File: config.mk
export PLATFORM = sky130hd
export DESIGN_NAME = llc_frame_header_parser_flat
export DESIGN_NICKNAME = d
export VERILOG_FILES = /design/src/hw/rtl/llcfhp_pkg.sv /design/src/hw/rtl/llcfhp_if.sv /design/src/hw/rtl/llc_frame_header_parser.sv /design/src/hw/rtl/llcfhp_decode.sv /design/src/flat_wrapper.sv
export SDC_FILE = /design/constraint.sdc
export NUM_CORES = 1
export LEC_CHECK = 0
export BUFFER_PORTS_ARGS = -buffer_cell sky130_fd_sc_hd__clkbuf_2
export CORE_UTILIZATION = 52
export CTS_CLUSTER_DIAMETER = 80
export DETAILED_ROUTE_END_ITERATION = 16
export PLACE_DENSITY = 0.72
export SYNTH_ARGS = -nofsm -noshare
export SYNTH_HDL_FRONTEND = slang
export SYNTH_HIERARCHICAL = 1
export SYNTH_SLANG_ARGS = --single-unit
File: constraint.sdc
create_clock -name i_clk -period 6.8 [get_ports i_clk]
set_input_delay 0.68 -clock i_clk [delete_from_list [all_inputs] [get_ports i_clk]]
set_output_delay 0.68 -clock i_clk [all_outputs]
set_load 0.01 [all_outputs]
File: src/hw/rtl/llcfhp_pkg.sv
// ----------------------------------------------------------------------------
// llcfhp_pkg
// Types, constants and decode functions for the LLC frame header parser.
// ----------------------------------------------------------------------------
`default_nettype none

package llcfhp_pkg;

    localparam int HDR_BYTES = 18;
    localparam int HDR_IDX_W = 5;
    localparam int SAP_COUNT = 22;

    localparam logic [15:0] LENGTH_LIMIT_RESET = 16'd1500;

    typedef logic [HDR_BYTES-1:0][7:0] t_hdr;

    // Frame kinds
    localparam logic [1:0] KIND_INFO = 2'd0;
    localparam logic [1:0] KIND_SUP  = 2'd1;
    localparam logic [1:0] KIND_UNN  = 2'd2;

    // Control byte low bits
    localparam logic [1:0] CTL_SUP = 2'b01;
    localparam logic [1:0] CTL_UNN = 2'b11;

    // Command codes
    localparam logic [4:0] CMD_NONE  = 5'd0;
    localparam logic [4:0] CMD_SNRM  = 5'd1;
    localparam logic [4:0] CMD_SNRME = 5'd2;
    localparam logic [4:0] CMD_SARM  = 5'd3;
    localparam logic [4:0] CMD_SARME = 5'd4;
    localparam logic [4:0] CMD_SABM  = 5'd5;
    localparam logic [4:0] CMD_SABME = 5'd6;
    localparam logic [4:0] CMD_SIM   = 5'd7;
    localparam logic [4:0] CMD_DISC  = 5'd8;
    localparam logic [4:0] CMD_UP    = 5'd9;
    localparam logic [4:0] CMD_RSET  = 5'd10;
    localparam logic [4:0] CMD_UA    = 5'd11;
    localparam logic [4:0] CMD_DM    = 5'd12;
    localparam logic [4:0] CMD_RD    = 5'd13;
    localparam logic [4:0] CMD_UI    = 5'd14;
    localparam logic [4:0] CMD_XID   = 5'd15;
    localparam logic [4:0] CMD_TEST  = 5'd16;
    localparam logic [4:0] CMD_RR    = 5'd17;

    // Unnumbered control patterns after masking
    localparam logic [7:0] U_MASK  = 8'hEC;
    localparam logic [7:0] U_SNRM  = 8'h80;
    localparam logic [7:0] U_SNRME = 8'hCC;
    localparam logic [7:0] U_SARM  = 8'h0C;
    localparam logic [7:0] U_SARME = 8'h4C;
    localparam logic [7:0] U_SABM  = 8'h2C;
    localparam logic [7:0] U_SABME = 8'h6C;
    localparam logic [7:0] U_SIM   = 8'h04;
    localparam logic [7:0] U_DISC  = 8'h40;
    localparam logic [7:0] U_UP    = 8'h20;
    localparam logic [7:0] U_RSET  = 8'h8C;
    localparam logic [7:0] U_UA    = 8'h60;
    localparam logic [7:0] U_DM    = 8'h0C;
    localparam logic [7:0] U_RD    = 8'h40;
    localparam logic [7:0] U_UI    = 8'h00;
    localparam logic [7:0] U_XID   = 8'hAC;
    localparam logic [7:0] U_TEST  = 8'hE0;

    localparam logic [7:0] SAP_TABLE [SAP_COUNT] = '{
        8'h00, 8'h02, 8'h04, 8'h06, 8'h08, 8'h0E, 8'h18, 8'h42, 8'h4E, 8'h7E, 8'h80,
        8'h86, 8'h8E, 8'h98, 8'hBC, 8'hAA, 8'hE0, 8'hF0, 8'hF4, 8'hF8, 8'hFA, 8'hFE
    };

    typedef struct packed {
        logic [47:0] dest_mac;
        logic [47:0] src_mac;
        logic [15:0] length_field;
        logic [4:0]  dsap_class;
        logic        group_address;
        logic [4:0]  ssap_class;
        logic        is_response;
        logic [1:0]  frame_kind;
        logic [6:0]  send_seq;
        logic [6:0]  recv_seq;
        logic [4:0]  command_code;
        logic        short_frame;
    } t_llc_result;

    // Table entries are distinct, so at most one matches.
    function automatic logic [4:0] sap_class(input logic [7:0] sap);
        logic [4:0] cls;
        cls = 5'd0;
        for (int i = 0; i < SAP_COUNT; i++) begin
            if (SAP_TABLE[i] == {sap[7:1], 1'b0}) begin
                cls = 5'(i + 1);
            end
        end
        return cls;
    endfunction

    function automatic logic [4:0] unnumbered_code(input logic [7:0] ctl, input logic rsp);
        logic [7:0] m;
        logic [4:0] code;
        m = ctl & U_MASK;
        case (m)
            U_UI:    code = CMD_UI;
            U_XID:   code = CMD_XID;
            U_TEST:  code = CMD_TEST;
            default: code = CMD_NONE;
        endcase
        if (!rsp) begin
            case (m)
                U_SNRM:  code = CMD_SNRM;
                U_SNRME: code = CMD_SNRME;
                U_SARM:  code = CMD_SARM;
                U_SARME: code = CMD_SARME;
                U_SABM:  code = CMD_SABM;
                U_SABME: code = CMD_SABME;
                U_SIM:   code = CMD_SIM;
                U_DISC:  code = CMD_DISC;
                U_UP:    code = CMD_UP;
                U_RSET:  code = CMD_RSET;
                default: ;
            endcase
        end else begin
            case (m)
                U_UA:    code = CMD_UA;
                U_DM:    code = CMD_DM;
                U_RD:    code = CMD_RD;
                default: ;
            endcase
        end
        return code;
    endfunction

endpackage

`default_nettype wire

File: src/hw/rtl/llcfhp_if.sv
// ----------------------------------------------------------------------------
// llcfhp channel interfaces
// Byte input channel and decoded result channel, valid/ready handshake.
// ----------------------------------------------------------------------------
`default_nettype none

interface llcfhp_byte_if;
    logic       valid;
    logic       ready;
    logic [7:0] frame_byte;
    logic       last_byte;

    modport source (output valid, output frame_byte, output last_byte, input ready);
    modport sink   (input valid, input frame_byte, input last_byte, output ready);
endinterface

interface llcfhp_result_if;
    logic        valid;
    logic        ready;
    logic [47:0] dest_mac;
    logic [47:0] src_mac;
    logic [15:0] length_field;
    logic [4:0]  dsap_class;
    logic        group_address;
    logic [4:0]  ssap_class;
    logic        is_response;
    logic [1:0]  frame_kind;
    logic [6:0]  send_seq;
    logic [6:0]  recv_seq;
    logic [4:0]  command_code;
    logic        short_frame;

    modport source (output valid, output dest_mac, output src_mac, output length_field,
                    output dsap_class, output group_address, output ssap_class,
                    output is_response, output frame_kind, output send_seq,
                    output recv_seq, output command_code, output short_frame,
                    input ready);
    modport sink   (input valid, input dest_mac, input src_mac, input length_field,
                    input dsap_class, input group_address, input ssap_class,
                    input is_response, input frame_kind, input send_seq,
                    input recv_seq, input command_code, input short_frame,
                    output ready);
endinterface

`default_nettype wire

File: src/hw/rtl/llc_frame_header_parser.sv
// ----------------------------------------------------------------------------
// llc_frame_header_parser
// Byte-stream IEEE 802.2 LLC header capture and decode.
// ----------------------------------------------------------------------------
// Usage:
//   i_byte   : one frame byte per transfer, wire order, last_byte on the final
//              byte. A byte is taken every cycle while i_byte.ready is high.
//   o_result : one decoded header per frame whose length field is below the
//              length limit; frames at or above the limit are dropped silently.
//   i_cfg_we / i_cfg_wdata : writes the 16-bit length limit; write only while
//              no frame is in flight and no result is pending.
//   Throughput: one byte per cycle, except a final byte held by a full slot.
//   Latency: the result is valid the cycle after the last-byte transfer; the
//   decode sits between the header store and the result register.
//   Reset (synchronous, active low): byte count and header store cleared,
//   length limit returns to 1500, result register empty.
//   Receiver stall: the result register holds its contents. Bytes that are not
//   final are still taken; i_byte.ready drops only while a result waits and
//   the receiver is not taking it.
// ----------------------------------------------------------------------------
`default_nettype none

module llc_frame_header_parser #(
    parameter int MAX_FRAME_BYTES = 1514
) (
    input  wire logic         i_clk,
    input  wire logic         i_rst_n,
    llcfhp_byte_if.sink       i_byte,
    llcfhp_result_if.source   o_result,
    input  wire logic         i_cfg_we,
    input  wire logic [15:0]  i_cfg_wdata
);
    import llcfhp_pkg::*;

    localparam int CNT_W = $clog2(MAX_FRAME_BYTES + 1);

    // Header store and saturating byte count
    t_hdr              r_hdr;
    t_hdr              n_hdr;
    logic [CNT_W-1:0]  r_count;
    logic [CNT_W-1:0]  n_count;
    logic [15:0]       r_length_limit;

    // Result register
    t_llc_result       r_res;
    logic              r_out_valid;

    t_llc_result       dec_res;
    logic              dec_emit;
    logic              short_frame;
    logic              in_xfer;
    logic              last_xfer;

    // Bytes may still be taken when the result slot is busy, but a final byte
    // needs the slot free or emptying this cycle.
    assign i_byte.ready = !r_out_valid || o_result.ready || !i_byte.last_byte;
    assign in_xfer      = i_byte.valid && i_byte.ready;
    assign last_xfer    = in_xfer && i_byte.last_byte;

    // Header with the current byte written in at its place, if still inside
    // the first 18 bytes.
    always_comb begin
        n_hdr = r_hdr;
        for (int i = 0; i < HDR_BYTES; i++) begin
            if (r_count == CNT_W'(i)) begin
                n_hdr[i] = i_byte.frame_byte;
            end
        end
    end

    always_comb begin
        n_count = r_count;
        if (r_count < CNT_W'(MAX_FRAME_BYTES)) begin
            n_count = r_count + CNT_W'(1);
        end
    end

    // Count after this byte is below 18
    assign short_frame = (r_count < CNT_W'(HDR_BYTES - 1));

    llcfhp_decode u_decode (
        .i_hdr          (n_hdr),
        .i_short        (short_frame),
        .i_length_limit (r_length_limit),
        .o_res          (dec_res),
        .o_emit         (dec_emit)
    );

    always_ff @(posedge i_clk) begin
        if (!i_rst_n) begin
            r_hdr   <= '0;
            r_count <= '0;
        end else if (in_xfer) begin
            if (i_byte.last_byte) begin
                r_hdr   <= '0;
                r_count <= '0;
            end else begin
                r_hdr   <= n_hdr;
                r_count <= n_count;
            end
        end
    end

    always_ff @(posedge i_clk) begin
        if (!i_rst_n) begin
            r_length_limit <= LENGTH_LIMIT_RESET;
        end else if (i_cfg_we) begin
            r_length_limit <= i_cfg_wdata;
        end
    end

    always_ff @(posedge i_clk) begin
        if (!i_rst_n) begin
            r_out_valid <= 1'b0;
        end else if (last_xfer) begin
            r_out_valid <= dec_emit;
        end else if (o_result.ready) begin
            r_out_valid <= 1'b0;
        end
    end

    always_ff @(posedge i_clk) begin
        if (last_xfer && dec_emit) begin
            r_res <= dec_res;
        end
    end

    assign o_result.valid         = r_out_valid;
    assign o_result.dest_mac      = r_res.dest_mac;
    assign o_result.src_mac       = r_res.src_mac;
    assign o_result.length_field  = r_res.length_field;
    assign o_result.dsap_class    = r_res.dsap_class;
    assign o_result.group_address = r_res.group_address;
    assign o_result.ssap_class    = r_res.ssap_class;
    assign o_result.is_response   = r_res.is_response;
    assign o_result.frame_kind    = r_res.frame_kind;
    assign o_result.send_seq      = r_res.send_seq;
    assign o_result.recv_seq      = r_res.recv_seq;
    assign o_result.command_code  = r_res.command_code;
    assign o_result.short_frame   = r_res.short_frame;

endmodule

`default_nettype wire

File: src/hw/rtl/llcfhp_decode.sv
// ----------------------------------------------------------------------------
// llcfhp_decode
// Combinational decode of an 18-byte LLC header into result fields.
// ----------------------------------------------------------------------------
`default_nettype none

module llcfhp_decode (
    input  wire llcfhp_pkg::t_hdr        i_hdr,
    input  wire logic                    i_short,
    input  wire logic [15:0]             i_length_limit,
    output llcfhp_pkg::t_llc_result      o_res,
    output logic                         o_emit
);
    import llcfhp_pkg::*;

    logic [7:0] dsap, ssap, c1, c2;

    assign dsap = i_hdr[14];
    assign ssap = i_hdr[15];
    assign c1   = i_hdr[16];
    assign c2   = i_hdr[17];

    always_comb begin
        o_res               = '0;
        o_res.dest_mac      = {i_hdr[0], i_hdr[1], i_hdr[2], i_hdr[3], i_hdr[4], i_hdr[5]};
        o_res.src_mac       = {i_hdr[6], i_hdr[7], i_hdr[8], i_hdr[9], i_hdr[10], i_hdr[11]};
        o_res.length_field  = {i_hdr[12], i_hdr[13]};
        o_res.dsap_class    = sap_class(dsap);
        o_res.group_address = dsap[0];
        o_res.ssap_class    = sap_class(ssap);
        o_res.is_response   = ssap[0];
        o_res.short_frame   = i_short;
        case (c1[1:0])
            CTL_SUP: begin
                o_res.frame_kind   = KIND_SUP;
                o_res.recv_seq     = c2[7:1];
                o_res.command_code = CMD_RR + {3'b000, c1[3:2]};
            end
            CTL_UNN: begin
                o_res.frame_kind   = KIND_UNN;
                o_res.command_code = unnumbered_code(c1, ssap[0]);
            end
            default: begin
                o_res.frame_kind = KIND_INFO;
                o_res.send_seq   = c1[7:1];
                o_res.recv_seq   = c2[7:1];
            end
        endcase
    end

    assign o_emit = (o_res.length_field < i_length_limit);

endmodule

`default_nettype wire

File: src/flat_wrapper.sv
// flat-port wrapper written by rule: the top's interface ports become plain ports
module llc_frame_header_parser_flat import llcfhp_pkg::*;
#(
    parameter int MAX_FRAME_BYTES = 1514
)
  (i_clk, i_rst_n, i_cfg_we, i_cfg_wdata, i_byte_valid, i_byte_frame_byte, i_byte_last_byte, i_byte_ready, o_result_valid, o_result_dest_mac, o_result_src_mac, o_result_length_field, o_result_dsap_class, o_result_group_address, o_result_ssap_class, o_result_is_response, o_result_frame_kind, o_result_send_seq, o_result_recv_seq, o_result_command_code, o_result_short_frame, o_result_ready);
  llcfhp_byte_if i_byte_i ();
  llcfhp_result_if o_result_i ();
  input  wire logic i_clk;
  input  wire logic i_rst_n;
  input  wire logic i_cfg_we;
  input  wire logic [15:0] i_cfg_wdata;
  input wire logic [$bits(i_byte_i.valid)-1:0] i_byte_valid;
  input wire logic [$bits(i_byte_i.frame_byte)-1:0] i_byte_frame_byte;
  input wire logic [$bits(i_byte_i.last_byte)-1:0] i_byte_last_byte;
  output wire logic [$bits(i_byte_i.ready)-1:0] i_byte_ready;
  output wire logic [$bits(o_result_i.valid)-1:0] o_result_valid;
  output wire logic [$bits(o_result_i.dest_mac)-1:0] o_result_dest_mac;
  output wire logic [$bits(o_result_i.src_mac)-1:0] o_result_src_mac;
  output wire logic [$bits(o_result_i.length_field)-1:0] o_result_length_field;
  output wire logic [$bits(o_result_i.dsap_class)-1:0] o_result_dsap_class;
  output wire logic [$bits(o_result_i.group_address)-1:0] o_result_group_address;
  output wire logic [$bits(o_result_i.ssap_class)-1:0] o_result_ssap_class;
  output wire logic [$bits(o_result_i.is_response)-1:0] o_result_is_response;
  output wire logic [$bits(o_result_i.frame_kind)-1:0] o_result_frame_kind;
  output wire logic [$bits(o_result_i.send_seq)-1:0] o_result_send_seq;
  output wire logic [$bits(o_result_i.recv_seq)-1:0] o_result_recv_seq;
  output wire logic [$bits(o_result_i.command_code)-1:0] o_result_command_code;
  output wire logic [$bits(o_result_i.short_frame)-1:0] o_result_short_frame;
  input wire logic [$bits(o_result_i.ready)-1:0] o_result_ready;
  assign i_byte_i.valid = i_byte_valid;
  assign i_byte_i.frame_byte = i_byte_frame_byte;
  assign i_byte_i.last_byte = i_byte_last_byte;
  assign i_byte_ready = i_byte_i.ready;
  assign o_result_valid = o_result_i.valid;
  assign o_result_dest_mac = o_result_i.dest_mac;
  assign o_result_src_mac = o_result_i.src_mac;
  assign o_result_length_field = o_result_i.length_field;
  assign o_result_dsap_class = o_result_i.dsap_class;
  assign o_result_group_address = o_result_i.group_address;
  assign o_result_ssap_class = o_result_i.ssap_class;
  assign o_result_is_response = o_result_i.is_response;
  assign o_result_frame_kind = o_result_i.frame_kind;
  assign o_result_send_seq = o_result_i.send_seq;
  assign o_result_recv_seq = o_result_i.recv_seq;
  assign o_result_command_code = o_result_i.command_code;
  assign o_result_short_frame = o_result_i.short_frame;
  assign o_result_i.ready = o_result_ready;
  llc_frame_header_parser #(.MAX_FRAME_BYTES(MAX_FRAME_BYTES)) u_core (.i_clk(i_clk), .i_rst_n(i_rst_n), .i_byte(i_byte_i), .o_result(o_result_i), .i_cfg_we(i_cfg_we), .i_cfg_wdata(i_cfg_wdata));
endmodule
==> metrics <==
Port Buffers=177; leak pwr=6.51 nW; Final Slew Violations=0; row count=63; power per cell area=approximately 240 nW/µm²; Final nets=1434; vias per inst=6.00; Cells after Synth=about 1400; min Tclk post-route=4780 ps; Remaining DRCs=0; vias in the first global route=10098; total power=4.14 mW; Worst Hold Class=in2reg; Hold Path Sink=u_core/r_length_limit[3]$_SDFFE_PN1P_; period utilization=0.703; critical path arrival=4970 ps; die area=31000 µm²; Hold Path Cell Cnt=3; TritonCTS clock tree=done; clock sink total=317; critical path, cell by cell=nor2_4 -> nand4_4 -> mux2_2 -> ha_1 -> a2111oi_0 -> o21ai_0 -> a21oi_1 -> nand2_1 -> inv_6 -> buf_12; area grow syn2layout=7.51%; per-cell routed wire length=20.8 µm; critical path startpoint category=flop; H-tree Lvls=2; Clock transition at path regs=60 ps; total congestion overflow=0; synthesized area per cell=11.4 µm²; Via Count=between 10000 and 15000; final WL=37300 µm; Max Root-Sink Buffers=3; fmax=209 MHz; largest net degree at the start of global routing=85; run status=complete, no violations; antenna viol nets, final=0; global-route wire length before repair=a little under 60000 µm; Setup WS post-layout=2020 ps; 1st-pass router iterations=6; I/O pin total=between 150 and 200; chip height=176 µm; Core ar.=a little under 30000 µm²; pre-CTS WS=2050 ps; Data required, critical path=6980 ps; worst-case reg-to-reg path depth=10; unrepaired setup endpoints after global routing=false; Placer Congestion=0.881; mapped cell area=15700 µm²; CP Max Fanout=84; WP buf/inv=2; Initial DRC Count=1121; WP depth=10; endpoints failing setup=0; slew margin rel.=0.238; number of synthesis warnings=6; synthesized net count=around 1400; Post-CTS Hold Fix Bufs=0; max capacitance violation total=0; TritonCTS Buffers=34; Worst Skew=approximately 20 ps; antenna cells=0; initial core utilization=0.530; WS Path Type=reg2reg; hold path startpoint=i_cfg_wdata[3]; clk_lat worst skew=520 ps; root buffer cell=clkbuf_16; total track usage=0.240; final setup TNS=0 ps; CP max stage delay=870 ps; final hold viol count=0; RR Endpoint=u_core/o_result.src_mac[29]$_DFFE_PP_; VDD IR-drop max=approximately 150 µV; hpwl dp=22800 µm; Reg2Reg Launch Point=u_core/r_count[10]$_SDFFE_PN0P_; postcts setup bufs=0; layout cells sized above 1=0.297; Worst-Margin Slew=1140 ps; CP endpoint kind=flop; CP delay by family, top=simple AND/OR/NAND/NOR gates; post-CTS sizing=0; Die Span X=176 µm; fin util=0.570; CP max-delay cell=nor2_4; Worst R2R Setup Slack=between 2000 and 2500 ps; initial antenna violation count=0
-- how the worst max path moves through the flow --
stage / slack [ps] / endpoint / from
floorplan: 790 / u_core/o_result.command_code[0]$_DFFE_PP_ / u_core/r_count[0]$_SDFFE_PN0P_
global placement: 2130 / u_core/o_result.src_mac[26]$_DFFE_PP_ / u_core/r_count[10]$_SDFFE_PN0P_
detailed placement: 2050 / u_core/o_result.src_mac[29]$_DFFE_PP_ / u_core/r_count[10]$_SDFFE_PN0P_
CTS: 2030 / u_core/o_result.src_mac[29]$_DFFE_PP_ / u_core/r_count[10]$_SDFFE_PN0P_
global route: 1670 / u_core/o_result.src_mac[31]$_DFFE_PP_ / u_core/r_count[10]$_SDFFE_PN0P_
finish: 2020 / u_core/o_result.src_mac[29]$_DFFE_PP_ / u_core/r_count[10]$_SDFFE_PN0P_
-- layer usage --
layer,vias to the layer above,share of wire,track usage
met5,-,0,0
met4,0,0.023,0.0764
met3,54,0.070,0.0336
met2,426,0.46,0.383
met1,5256,0.45,0.337
li1,5049,-,-
-- cell type report --
class                      instances  area, µm²
sequential                       317       7810
fill                            2450      12800
multi-input combinational        804       6360
tap                              390        488
clock buffer                      41        930
clock inverter                    21        211
timing repair buffer             189        988
inverter                          35        136
-- state kept, by name, summed over array words and instances (netlist names), 2 cells and up --
name and cells:
u_core/o_result.recv_seq 7, u_core/r_hdr 143, u_core/o_result.dest_mac 48, u_core/o_result.dsap_class 5
u_core/o_result.send_seq 7, u_core/r_length_limit 16, u_core/o_result.frame_kind 2, u_core/o_result.src_mac 48
u_core/o_result.command_code 5, u_core/o_result.length_field 16, u_core/o_result.ssap_class 5, u_core/r_count 11
-- through the flow --
step | hold WS [ps] | cell area, µm² | cells
after floorplan | 442 | 15700 | 1387
after global placement | 455 | 15800 | 1735
after detailed placement | 457 | 15800 | 1735
after CTS | 380 | 16900 | 1797
after global routing | 398 | 16900 | 1797
final | 391 | 16900 | 1797
-- worst register-to-register path, stage by stage (launching register included) --
cell,delay (ps)
dfxtp_1,400
nor2_4,870
nand4_4,470
mux2_2,430
ha_1,320
a2111oi_0,430
o21ai_0,170
a21oi_1,170
nand2_1,140
inv_6,600
buf_12,400
-- placed cells by master, fill, tap and decap left out, types with 5 or more instances in the layout --
cell,n
and2_1,13
nor3_1,11
a21oi_1,18
nand2b_1,20
nand2_1,52
o21ai_1,7
a22o_1,16
dfxtp_1,171
mux2_1,8
and3_1,6
nand4_1,11
o21ai_0,141
clkbuf_16,36
o41ai_1,5
a21o_1,5
nand3_1,12
clkinv_2,6
ha_1,23
nor2_1,30
xnor2_1,6
buf_4,11
a31oi_1,10
clkinv_1,5
o211ai_1,133
nor4_1,6
clkbuf_2,177
mux2_4,14
nand4_4,19
nor2b_1,14
edfxtp_1,146
inv_1,34
mux2i_1,19
o22ai_1,5
and2b_1,5
mux2_2,121
-- where the power goes --
group,switching (mW),total (mW),internal (mW)
Sequential,0.0163,2.05,2.03
Clock,0.770,1.87,1.10
Combinational,0.160,0.218,0.0580
Total,0.947,4.14,3.19
Note: power is estimated with default switching activity, not from simulation.
